File: src/rtl/twmd_pkg.sv
// Shared constants, types and state encodings for the window median door detector.
package twmd_pkg;

    localparam int WINDOW      = 20;
    localparam int SAMPLE_BITS = 16;

    localparam int IDX_W  = $clog2(WINDOW);
    localparam int CNT_W  = $clog2(WINDOW + 1);
    localparam int ADDR_W = $clog2(2 * WINDOW);
    localparam int CMP_W  = SAMPLE_BITS + 2;

    localparam int DIST_W     = 15;
    localparam int LIMIT_W    = 4;
    localparam int CFG_IDX_W  = 2;
    localparam int CFG_DATA_W = 15;
    localparam int FAR_W      = ((SAMPLE_BITS > DIST_W) ? SAMPLE_BITS : DIST_W) + 1;

    localparam logic [IDX_W-1:0]  MID_IDX   = IDX_W'(WINDOW / 2);
    localparam logic [IDX_W-1:0]  TOP_IDX   = IDX_W'(WINDOW - 1);
    localparam logic [CNT_W-1:0]  FILL_FULL = CNT_W'(WINDOW);
    localparam logic [ADDR_W-1:0] Y_BASE    = ADDR_W'(WINDOW);

    localparam logic [CFG_IDX_W-1:0] CFG_DOOR_DISTANCE = CFG_IDX_W'(0);
    localparam logic [CFG_IDX_W-1:0] CFG_OPEN_LIMIT    = CFG_IDX_W'(1);

    localparam logic [DIST_W-1:0]  DIST_RESET  = DIST_W'(1200);
    localparam logic [LIMIT_W-1:0] LIMIT_RESET = LIMIT_W'(5);

    typedef enum logic [3:0] {
        S_IDLE,
        S_START,
        S_RD_TOP,
        S_RD_MID,
        S_DECIDE,
        S_SHIFT,
        S_RD_MED,
        S_GET_MED,
        S_NEXT,
        S_DONE
    } seq_state_t;

    typedef struct packed {
        logic start;
        logic ack;
    } seq_ctl_t;

    typedef struct packed {
        logic idle;
        logic done;
    } seq_sts_t;

endpackage

File: src/rtl/trimmed_window_median_door_detect.sv
// Top level: channels, config registers, commit of medians and door detector state.
//
// Trimmed sliding-window median with door detection.
// Input channel (in_valid/in_ready) takes one word: sample_x, sample_y, door_wait.
// Output channel (out_valid/out_ready) gives one word per input word: median_x,
// median_y, window_full, door_is_open.
// Config channel (cfg_valid/cfg_ready, always ready) writes door_distance_mm at
// index 0 and open_count_limit at index 1; other indexes are ignored. Write only
// while the block is idle.
// One input word is worked on at a time; in_ready is low until its result is
// committed. Both axes go through one window store and one comparator in turn.
// Fill phase: each axis runs START, the insertion walk in SHIFT and NEXT; the walk
// shifts at most fill count entries. Full phase: each axis runs START, RD_TOP,
// RD_MID, DECIDE, the walk in SHIFT, RD_MED, GET_MED and NEXT; the replaced
// extreme walks past 0 .. WINDOW-1 entries. The insertion walk runs one entry per
// cycle on the store's single read port.
// The result sits in the output register; if the receiver stalls, the next word
// may still be accepted and processed, and its commit waits until the held word
// is taken.
// Reset clears fill count, medians, door flag, counter and restores the config
// defaults; window contents are left as is and are refilled before being read.
module trimmed_window_median_door_detect
(
    input  logic                                      clk,
    input  logic                                      rst_n,
    input  logic                                      in_valid,
    output logic                                      in_ready,
    input  logic signed [twmd_pkg::SAMPLE_BITS-1:0]   sample_x,
    input  logic signed [twmd_pkg::SAMPLE_BITS-1:0]   sample_y,
    input  logic                                      door_wait,
    output logic                                      out_valid,
    input  logic                                      out_ready,
    output logic signed [twmd_pkg::SAMPLE_BITS-1:0]   median_x,
    output logic signed [twmd_pkg::SAMPLE_BITS-1:0]   median_y,
    output logic                                      window_full,
    output logic                                      door_is_open,
    input  logic                                      cfg_valid,
    output logic                                      cfg_ready,
    input  logic [twmd_pkg::CFG_IDX_W-1:0]            cfg_index,
    input  logic [twmd_pkg::CFG_DATA_W-1:0]           cfg_data
);

    // config registers
    logic [twmd_pkg::DIST_W-1:0]  dist_reg, dist_next;
    logic [twmd_pkg::LIMIT_W-1:0] limit_reg, limit_next;

    // block state; also drives the output word directly
    logic [twmd_pkg::CNT_W-1:0]              fill_reg, fill_next;
    logic signed [twmd_pkg::SAMPLE_BITS-1:0] medx_reg, medx_next;
    logic signed [twmd_pkg::SAMPLE_BITS-1:0] medy_reg, medy_next;
    logic                                    door_reg, door_next;
    logic [twmd_pkg::LIMIT_W-1:0]            far_reg, far_next;
    logic                                    out_valid_reg, out_valid_next;

    // accepted input word
    logic signed [twmd_pkg::SAMPLE_BITS-1:0] sx_reg, sy_reg;
    logic                                    wait_reg;

    twmd_pkg::seq_ctl_t ctl;
    twmd_pkg::seq_sts_t sts;

    logic signed [twmd_pkg::SAMPLE_BITS-1:0] seq_med_x, seq_med_y;
    logic                                    ram_we;
    logic [twmd_pkg::ADDR_W-1:0]             ram_waddr, ram_raddr;
    logic signed [twmd_pkg::SAMPLE_BITS-1:0] ram_wdata, ram_rdata;

    logic                                    in_fire;
    logic                                    commit;
    logic                                    full_phase;
    logic signed [twmd_pkg::FAR_W-1:0]       sx_far, dist_far;
    logic                                    far;
    logic [twmd_pkg::LIMIT_W-1:0]            cnt;
    logic                                    flag;

    assign in_ready   = sts.idle;
    assign in_fire    = in_valid && in_ready;
    assign full_phase = (fill_reg == twmd_pkg::FILL_FULL);

    // commit only when the output register is free or being emptied
    assign commit = sts.done && (!out_valid_reg || out_ready);
    assign ctl    = '{start: in_fire, ack: commit};

    twmd_seq u_seq
    (
        .clk        (clk),
        .rst_n      (rst_n),
        .ctl        (ctl),
        .full_phase (full_phase),
        .fill_count (fill_reg),
        .samp_x     (sx_reg),
        .samp_y     (sy_reg),
        .sts        (sts),
        .med_x      (seq_med_x),
        .med_y      (seq_med_y),
        .ram_we     (ram_we),
        .ram_waddr  (ram_waddr),
        .ram_wdata  (ram_wdata),
        .ram_raddr  (ram_raddr),
        .ram_rdata  (ram_rdata)
    );

    twmd_win_ram u_ram
    (
        .clk   (clk),
        .we    (ram_we),
        .waddr (ram_waddr),
        .wdata (ram_wdata),
        .raddr (ram_raddr),
        .rdata (ram_rdata)
    );

    // far reading: raw x strictly above the distance threshold
    assign sx_far   = twmd_pkg::FAR_W'(sx_reg);
    assign dist_far = twmd_pkg::FAR_W'(dist_reg);
    assign far      = sx_far > dist_far;

    // door detector, evaluated on full-phase commits only
    always_comb
    begin
        cnt  = far_reg;
        flag = door_reg;
        if (far)
        begin
            if (wait_reg)
            begin
                if (!flag)
                begin
                    cnt = far_reg + 1'b1;
                end
            end
            else
            begin
                flag = 1'b0;
                cnt  = '0;
            end
        end
        else
        begin
            flag = 1'b0;
        end
        if (cnt >= limit_reg)
        begin
            flag = 1'b1;
            cnt  = '0;
        end
    end

    always_comb
    begin
        fill_next = fill_reg;
        medx_next = medx_reg;
        medy_next = medy_reg;
        door_next = door_reg;
        far_next  = far_reg;
        if (commit)
        begin
            if (full_phase)
            begin
                medx_next = seq_med_x;
                medy_next = seq_med_y;
                door_next = flag;
                far_next  = cnt;
            end
            else
            begin
                fill_next = fill_reg + 1'b1;
            end
        end
    end

    always_comb
    begin
        if (commit)
        begin
            out_valid_next = 1'b1;
        end
        else if (out_ready)
        begin
            out_valid_next = 1'b0;
        end
        else
        begin
            out_valid_next = out_valid_reg;
        end
    end

    assign cfg_ready = 1'b1;

    always_comb
    begin
        dist_next  = dist_reg;
        limit_next = limit_reg;
        if (cfg_valid && cfg_ready)
        begin
            case (cfg_index)
                twmd_pkg::CFG_DOOR_DISTANCE: dist_next  = cfg_data[twmd_pkg::DIST_W-1:0];
                twmd_pkg::CFG_OPEN_LIMIT:    limit_next = cfg_data[twmd_pkg::LIMIT_W-1:0];
                default:                     dist_next  = dist_reg;
            endcase
        end
    end

    always_ff @(posedge clk or negedge rst_n)
    begin
        if (!rst_n)
        begin
            dist_reg      <= twmd_pkg::DIST_RESET;
            limit_reg     <= twmd_pkg::LIMIT_RESET;
            fill_reg      <= '0;
            medx_reg      <= '0;
            medy_reg      <= '0;
            door_reg      <= 1'b0;
            far_reg       <= '0;
            out_valid_reg <= 1'b0;
        end
        else
        begin
            dist_reg      <= dist_next;
            limit_reg     <= limit_next;
            fill_reg      <= fill_next;
            medx_reg      <= medx_next;
            medy_reg      <= medy_next;
            door_reg      <= door_next;
            far_reg       <= far_next;
            out_valid_reg <= out_valid_next;
        end
    end

    always_ff @(posedge clk)
    begin
        if (in_fire)
        begin
            sx_reg   <= sample_x;
            sy_reg   <= sample_y;
            wait_reg <= door_wait;
        end
    end

    assign out_valid    = out_valid_reg;
    assign median_x     = medx_reg;
    assign median_y     = medy_reg;
    assign window_full  = full_phase;
    assign door_is_open = door_reg;

endmodule

File: src/rtl/twmd_win_ram.sv
// Sample store for both sorted windows: one write port, one registered read port.
module twmd_win_ram
(
    input  logic                                  clk,
    input  logic                                  we,
    input  logic [twmd_pkg::ADDR_W-1:0]           waddr,
    input  logic signed [twmd_pkg::SAMPLE_BITS-1:0] wdata,
    input  logic [twmd_pkg::ADDR_W-1:0]           raddr,
    output logic signed [twmd_pkg::SAMPLE_BITS-1:0] rdata
);

    // x window at 0..WINDOW-1, y window at WINDOW..2*WINDOW-1
    logic signed [twmd_pkg::SAMPLE_BITS-1:0] mem [0:2*twmd_pkg::WINDOW-1];

    always_ff @(posedge clk)
    begin
        if (we)
        begin
            mem[waddr] <= wdata;
        end
        rdata <= mem[raddr];
    end

endmodule

File: src/rtl/twmd_seq.sv
// Sequencer that walks both windows with one shared comparator: insert, replace extreme, median.
module twmd_seq
(
    input  logic                                    clk,
    input  logic                                    rst_n,
    input  twmd_pkg::seq_ctl_t                      ctl,
    input  logic                                    full_phase,
    input  logic [twmd_pkg::CNT_W-1:0]              fill_count,
    input  logic signed [twmd_pkg::SAMPLE_BITS-1:0] samp_x,
    input  logic signed [twmd_pkg::SAMPLE_BITS-1:0] samp_y,
    output twmd_pkg::seq_sts_t                      sts,
    output logic signed [twmd_pkg::SAMPLE_BITS-1:0] med_x,
    output logic signed [twmd_pkg::SAMPLE_BITS-1:0] med_y,
    output logic                                    ram_we,
    output logic [twmd_pkg::ADDR_W-1:0]             ram_waddr,
    output logic signed [twmd_pkg::SAMPLE_BITS-1:0] ram_wdata,
    output logic [twmd_pkg::ADDR_W-1:0]             ram_raddr,
    input  logic signed [twmd_pkg::SAMPLE_BITS-1:0] ram_rdata
);

    twmd_pkg::seq_state_t state_reg, state_next;
    logic                              axis_reg, axis_next;
    logic                              up_reg, up_next;
    logic [twmd_pkg::IDX_W-1:0]        idx_reg, idx_next;
    logic signed [twmd_pkg::SAMPLE_BITS-1:0] min_reg, min_next;
    logic signed [twmd_pkg::SAMPLE_BITS-1:0] top_reg, top_next;
    logic signed [twmd_pkg::SAMPLE_BITS-1:0] medx_reg, medx_next;
    logic signed [twmd_pkg::SAMPLE_BITS-1:0] medy_reg, medy_next;

    logic signed [twmd_pkg::SAMPLE_BITS-1:0] val;
    logic signed [twmd_pkg::CMP_W-1:0]       cmp_a, cmp_b;
    logic                                    cmp_gt;
    logic                                    shift_go;
    logic [twmd_pkg::IDX_W-1:0]              rd_idx, wr_idx;
    logic [twmd_pkg::IDX_W:0]                idx_up2;

    assign val     = axis_reg ? samp_y : samp_x;
    assign idx_up2 = {1'b0, idx_reg} + (twmd_pkg::IDX_W + 1)'(2);

    // shared comparator: extreme choice in DECIDE, insertion walk in SHIFT
    always_comb
    begin
        if (state_reg == twmd_pkg::S_DECIDE)
        begin
            // (top - mid) > (mid - min)  <=>  top + min > 2 * mid
            cmp_a = twmd_pkg::CMP_W'(top_reg) + twmd_pkg::CMP_W'(min_reg);
            cmp_b = twmd_pkg::CMP_W'(ram_rdata) + twmd_pkg::CMP_W'(ram_rdata);
        end
        else if (up_reg)
        begin
            cmp_a = twmd_pkg::CMP_W'(ram_rdata);
            cmp_b = twmd_pkg::CMP_W'(val);
        end
        else
        begin
            cmp_a = twmd_pkg::CMP_W'(val);
            cmp_b = twmd_pkg::CMP_W'(ram_rdata);
        end
    end

    assign cmp_gt   = cmp_a > cmp_b;
    assign shift_go = up_reg ? ((idx_reg != '0) && cmp_gt)
                             : ((idx_reg != twmd_pkg::TOP_IDX) && cmp_gt);

    // next state
    always_comb
    begin
        state_next = state_reg;
        case (state_reg)
            twmd_pkg::S_IDLE:
            begin
                if (ctl.start)
                begin
                    state_next = twmd_pkg::S_START;
                end
            end
            twmd_pkg::S_START:
            begin
                state_next = full_phase ? twmd_pkg::S_RD_TOP : twmd_pkg::S_SHIFT;
            end
            twmd_pkg::S_RD_TOP:  state_next = twmd_pkg::S_RD_MID;
            twmd_pkg::S_RD_MID:  state_next = twmd_pkg::S_DECIDE;
            twmd_pkg::S_DECIDE:  state_next = twmd_pkg::S_SHIFT;
            twmd_pkg::S_SHIFT:
            begin
                if (!shift_go)
                begin
                    state_next = full_phase ? twmd_pkg::S_RD_MED : twmd_pkg::S_NEXT;
                end
            end
            twmd_pkg::S_RD_MED:  state_next = twmd_pkg::S_GET_MED;
            twmd_pkg::S_GET_MED: state_next = twmd_pkg::S_NEXT;
            twmd_pkg::S_NEXT:
            begin
                state_next = axis_reg ? twmd_pkg::S_DONE : twmd_pkg::S_START;
            end
            twmd_pkg::S_DONE:
            begin
                if (ctl.ack)
                begin
                    state_next = twmd_pkg::S_IDLE;
                end
            end
            default:             state_next = twmd_pkg::S_IDLE;
        endcase
    end

    // memory controls and status
    always_comb
    begin
        ram_we    = 1'b0;
        ram_wdata = ram_rdata;
        rd_idx    = '0;
        wr_idx    = idx_reg;
        case (state_reg)
            twmd_pkg::S_START:
            begin
                if (!full_phase && (fill_count != '0))
                begin
                    rd_idx = twmd_pkg::IDX_W'(fill_count - 1'b1);
                end
            end
            twmd_pkg::S_RD_TOP:  rd_idx = twmd_pkg::TOP_IDX;
            twmd_pkg::S_RD_MID:  rd_idx = twmd_pkg::MID_IDX;
            twmd_pkg::S_DECIDE:
            begin
                rd_idx = cmp_gt ? (twmd_pkg::TOP_IDX - 1'b1) : twmd_pkg::IDX_W'(1);
            end
            twmd_pkg::S_SHIFT:
            begin
                ram_we    = 1'b1;
                ram_wdata = shift_go ? ram_rdata : val;
                // prefetch the neighbor after next so the walk runs one entry a cycle
                if (up_reg)
                begin
                    rd_idx = (idx_reg >= twmd_pkg::IDX_W'(2)) ? (idx_reg - twmd_pkg::IDX_W'(2)) : '0;
                end
                else
                begin
                    rd_idx = (idx_up2 <= {1'b0, twmd_pkg::TOP_IDX})
                           ? idx_up2[twmd_pkg::IDX_W-1:0] : twmd_pkg::TOP_IDX;
                end
            end
            twmd_pkg::S_RD_MED:  rd_idx = twmd_pkg::MID_IDX;
            default:             rd_idx = '0;
        endcase
        sts.idle = (state_reg == twmd_pkg::S_IDLE);
        sts.done = (state_reg == twmd_pkg::S_DONE);
    end

    assign ram_raddr = twmd_pkg::ADDR_W'(rd_idx) + (axis_reg ? twmd_pkg::Y_BASE : '0);
    assign ram_waddr = twmd_pkg::ADDR_W'(wr_idx) + (axis_reg ? twmd_pkg::Y_BASE : '0);

    // datapath registers
    always_comb
    begin
        axis_next = axis_reg;
        up_next   = up_reg;
        idx_next  = idx_reg;
        min_next  = min_reg;
        top_next  = top_reg;
        medx_next = medx_reg;
        medy_next = medy_reg;
        case (state_reg)
            twmd_pkg::S_IDLE:
            begin
                if (ctl.start)
                begin
                    axis_next = 1'b0;
                end
            end
            twmd_pkg::S_START:
            begin
                up_next  = 1'b1;
                idx_next = twmd_pkg::IDX_W'(fill_count);
            end
            twmd_pkg::S_RD_TOP:  min_next = ram_rdata;
            twmd_pkg::S_RD_MID:  top_next = ram_rdata;
            twmd_pkg::S_DECIDE:
            begin
                up_next  = cmp_gt;
                idx_next = cmp_gt ? twmd_pkg::TOP_IDX : '0;
            end
            twmd_pkg::S_SHIFT:
            begin
                if (shift_go)
                begin
                    idx_next = up_reg ? (idx_reg - 1'b1) : (idx_reg + 1'b1);
                end
            end
            twmd_pkg::S_GET_MED:
            begin
                if (axis_reg)
                begin
                    medy_next = ram_rdata;
                end
                else
                begin
                    medx_next = ram_rdata;
                end
            end
            twmd_pkg::S_NEXT:    axis_next = 1'b1;
            default:             axis_next = axis_reg;
        endcase
    end

    always_ff @(posedge clk or negedge rst_n)
    begin
        if (!rst_n)
        begin
            state_reg <= twmd_pkg::S_IDLE;
            axis_reg  <= 1'b0;
        end
        else
        begin
            state_reg <= state_next;
            axis_reg  <= axis_next;
        end
    end

    always_ff @(posedge clk)
    begin
        up_reg   <= up_next;
        idx_reg  <= idx_next;
        min_reg  <= min_next;
        top_reg  <= top_next;
        medx_reg <= medx_next;
        medy_reg <= medy_next;
    end

    assign med_x = medx_reg;
    assign med_y = medy_reg;

endmodule

File: config.mk
export PLATFORM = sky130hd
export DESIGN_NAME = trimmed_window_median_door_detect
export DESIGN_NICKNAME = d
export VERILOG_FILES = /design/src/rtl/twmd_pkg.sv /design/src/rtl/trimmed_window_median_door_detect.sv /design/src/rtl/twmd_win_ram.sv /design/src/rtl/twmd_seq.sv
export SDC_FILE = /design/constraint.sdc
export NUM_CORES = 1
export LEC_CHECK = 0
export BUFFER_PORTS_ARGS = -buffer_cell sky130_fd_sc_hd__buf_4
export CORE_MARGIN = 3
export CORE_UTILIZATION = 50
export CTS_CLUSTER_SIZE = 14
export DETAILED_ROUTE_END_ITERATION = 8
export GPL_ROUTABILITY_DRIVEN = 0
export PLACE_DENSITY = 0.66
export SYNTH_ARGS = -nofsm -noshare
export SYNTH_HDL_FRONTEND = slang
export SYNTH_HIERARCHICAL = 1
export SYNTH_SLANG_ARGS = --single-unit
export TNS_END_PERCENT = 1
File: constraint.sdc
create_clock -name clk -period 8.85 [get_ports clk]
set_clock_uncertainty 0.1 [all_clocks]
set_input_delay 0 -clock clk [delete_from_list [all_inputs] [get_ports clk]]
set_output_delay 0 -clock clk [all_outputs]
set_load 0.01 [all_outputs]
==> results by group <==
Setup path
  • R2R depth: 24
  • Required time worst endpoint: 9.21 ns
  • Critical path arrival: a little over 7 ns
  • RR Startpoint: u_seq/min_reg[0]
  • Kind of critical path: flop to flop
  • Setup crit end kind: flop
  • FF-to-FF End: u_ram/rdata[15]
  • Largest fanout on the critical path: 51
  • Reg2Reg Setup Slack: ~1.9 ns
  • Critical path launch point type: flop

Clock network
  • Post-CTS setup buffer count: 0
  • Num Clock Sinks: 826
  • Clk pin slew, worst setup/hold paths: about 0.06 ns
  • CTS root buffer: clkbuf_16
  • CTS tree: built
  • Num CTS Buffers: 84
  • Bufs on Longest Clock Path: 3
  • Max H-tree Level: 3
  • Clock insertion delay at the later pin of the skew report: ~0.63 ns

Synth
  • YS warnings: 6
  • Synth top area cells: edfxtp_1 63%, mux2i_1 8.2%, dfrtp_1 4.3%
  • Post-synth EDFFs: about 740
  • Mean Syn Cell Area: 16.38 um2
  • Main combinational cell family by area after synthesis: multiplexers
  • Synth Area in XOR/XNOR: less than 1%
  • Top FF cell, synth: edfxtp_1
  • Complex-gate fraction of the synthesized area: between 7 and 8%
  • Synthesized area: approximately 35000 um2
  • Cell variety after synth: 80
  • Sequential area share after synthesis: roughly 69%
  • Post-synthesis simple-gate area fraction: approximately 4.2%
  • Ys async rst share: under 10%
  • Top cell type's share of synthesized area: between 60% and 70%
  • Flops & latches, synth: between 800 and 900
  • Post-synthesis mux area share: 13.03%
  • Post-Syn Nets: ~2300
  • Post-synth top area cell: edfxtp_1
  • Adder-Cell Fraction of Synth Area: under 10%
  • Post-synthesis cell count: between 2000 and 2500

Min path
  • Worst Min Path Start: sample_x[9]
  • Worst min path class: input port to flop
  • Hold Path Stages: 2
  • Worst Hold Path EP: sx_reg[9]

Die
  • Die Ht: between 200 and 300 um
  • Initial Util: 50.89%
  • Die area: around 74000 um2
  • CORE AREA: 69190 um2
  • # rows: 96
  • Die width: 271.4 um
  • Ports: 92

Global routing
  • GRT Total Usage: about a quarter
  • Initial antenna violation count: 3
  • First-pass GRT wire length: 132200 um
  • Vias in the first global route: just over 20000
  • Remaining Overflow, GRT: 0
  • Largest net degree at the start of global routing: between 100 and 150

Placed design
  • PortBufs: 90
  • Post-DP HPWL: roughly 52000 um

Layout
  • Max reg flops: 640
  • Fillers: 5232
  • Biggest register: u_ram/mem
  • P&R area growth vs syn: 15.35%
  • Share of layout cells above drive strength 1: a little under a fifth
  • Fin util: a little under 60%
  • NumNets Final: 2513

Route
  • Metal1 wirelength: between 30000 and 40000 um
  • # DRC: 0
  • Metal2 WL: ~42000 um
  • Met3 Routed Length: between 5000 and 6000 um
  • Drt first-iter violations: around 2300
  • Post-Route WL: 88890 um
  • Max Used Layer: met4
  • DR vias/cell: between 6 and 7
  • Vias: 20570
  • Drt first pass iters: 5
  • Detail Route Antenna Nets: 0
  • Wirelength per Cell: roughly 26 um

STA
  • Final hold violations: 0
  • Slew HR: between 10% and 20%
  • Slew Viols, Final: 0
  • Final setup vio count: 0
  • RSZ-0062 raised after global routing: false
  • Fin crit share: 77.98%
  • Min Tclk post-route: around 7 ns
  • Max frequency: 0.1449 GHz
  • Final setup TNS: 0 ns
  • Worst slew pin tran: 1.326 ns

Outcome
  • Outcome: finished, final reports clean

Pwr
  • PD cells: 421.1 nW/um2
  • Leak: around 14 nW
  • VDD IR max: roughly 540 uV

Job
  • Max-Cap Viols: 0
worst max-delay path, stage by stage, from the launching register on:
cell,delay [ns]
edfxtp_1,0.33
ha_1,0.22
inv_1,0.08
fa_1,0.41
nor2b_1,0.17
o2111ai_1,0.20
a21oi_1,0.20
nand3b_1,0.18
a21oi_1,0.10
o21ai_0,0.29
o21ai_0,0.15
ha_1,0.44
nand3_1,0.16
nor3_1,0.20
a21oi_1,0.09
o211a_1,0.16
nor2_1,0.22
a221oi_1,0.15
o211ai_1,0.14
buf_4,0.51
and2_2,0.44
buf_4,0.68
a22oi_1,0.15
a21oi_1,0.68
o41ai_2,0.14
Yosys cell counts (all sizes together), types with 4 or more instances:
cell and instances:
a211oi 6, a21o 11, a21oi 91, a221oi 34, a22o 32, a22oi 65, a31oi 6, and2 7
buf 79, clkbuf 35, dfrtp 61, dfstp 6, dfxtp 16, edfxtp 743, ha 68, inv 36
mux2 85, mux2i 287, mux4 32, nand2 77, nand2b 20, nand3 17, nand4 14, nor2 100
nor2b 13, nor3 16, nor4 7, nor4b 4, o211ai 15, o21a 4, o21ai 51, o22ai 20
o41ai 17, or2 5, or3 8, xnor2 13, xor2 13
placed cells by master, fill, tap and decap left out, types with 20 or more instances in the layout:
master and n:
dfrtp_1 61, buf_4 149, a22oi_1 65, nor2_1 97, clkbuf_16 85, o22ai_1 20, clkbuf_1 31, ha_1 68
a22o_1 32, nand2b_1 20, a21oi_1 89, mux2i_1 287, o21ai_0 46, inv_1 36, nand2_1 75, mux2_2 75
mux4_2 32, dlygate4sd3_1 113, edfxtp_1 743
cell type report:
class / count / area, um2 / share of cell area (%)
Multi-Input combinational cell: 1174 / 10040 / 24.72
Timing Repair Buffer: 266 / 2337 / 5.755
Clock inverter: 29 / 254.0 / 0.6254
Inverter: 36 / 135.1 / 0.3327
Sequential cell: 826 / 24320 / 59.88
Antenna cell: 5 / 12.51 / 0.03081
Clock buffer: 124 / 2354 / 5.795
Tap cell: 931 / 1165 / 2.868
metrics by stage:
| stage | setup slack [ns] | total power, mW | cell area (um2) | instances | hold slack (ns) |
|---|---|---|---|---|---|
| after floorplan | 3.778 | 11.36 | 35210 | 2150 | -0.3956 |
| after global placement | 2.348 | 13.54 | 36830 | 3119 | 0.06027 |
| after detailed placement | 2.224 | 13.70 | 36830 | 3119 | 0.06802 |
| after CTS | 2.176 | 17.11 | 40590 | 3385 | 0.002937 |
| after global routing | 1.674 | 17.81 | 40600 | 3388 | 0.008089 |
| final | 1.949 | 17.10 | 40610 | 3391 | 0.03706 |
routing by layer:
layer  up-vias  global-route usage, %
met5         -                      0
li1       8952                      -
met2       839                  38.45
met4         0                  7.696
met3       188                  3.173
met1     10590                  34.28
logic make-up (layout without fill, tap and decap cells):
group,Yosys count,count (layout)
AO/OA/AOI/OAI,372,372
multiplexers,404,404
flip-flops,826,826
adder cells (fa/ha/maj),70,70
AND/OR/NAND/NOR,301,301
buffers and inverters,150,455
other,1,6
XOR/XNOR,26,26
repair_timing:
item                                   in CTS  in global routing
hold buffers                              113                  1
gates resized for setup                     0                  0
endpoints found under the hold margin     153                  1
worst max path at each step:
stage	start	end	slack (ns)	depth (start not counted)
floorplan	u_seq/min_reg[1]	u_ram/rdata[10]	3.78	23
global placement	u_seq/state_reg[0]	u_ram/rdata[15]	2.35	19
detailed placement	u_seq/state_reg[1]	u_ram/rdata[15]	2.22	20
CTS	u_seq/state_reg[1]	u_ram/rdata[15]	2.18	20
global route	u_seq/state_reg[0]	u_ram/rdata[15]	1.67	19
finish	u_seq/min_reg[0]	u_ram/rdata[15]	1.95	24
power breakdown:
part	internal (mW)	leakage (nW)	switching [mW]
clock network	1.93	1.26	1.44
registers	5.39	7.63	0.326
logic	2.90	5.25	5.12
total	10.2	14.1	6.88
Power figures use the tool's default switching activity.
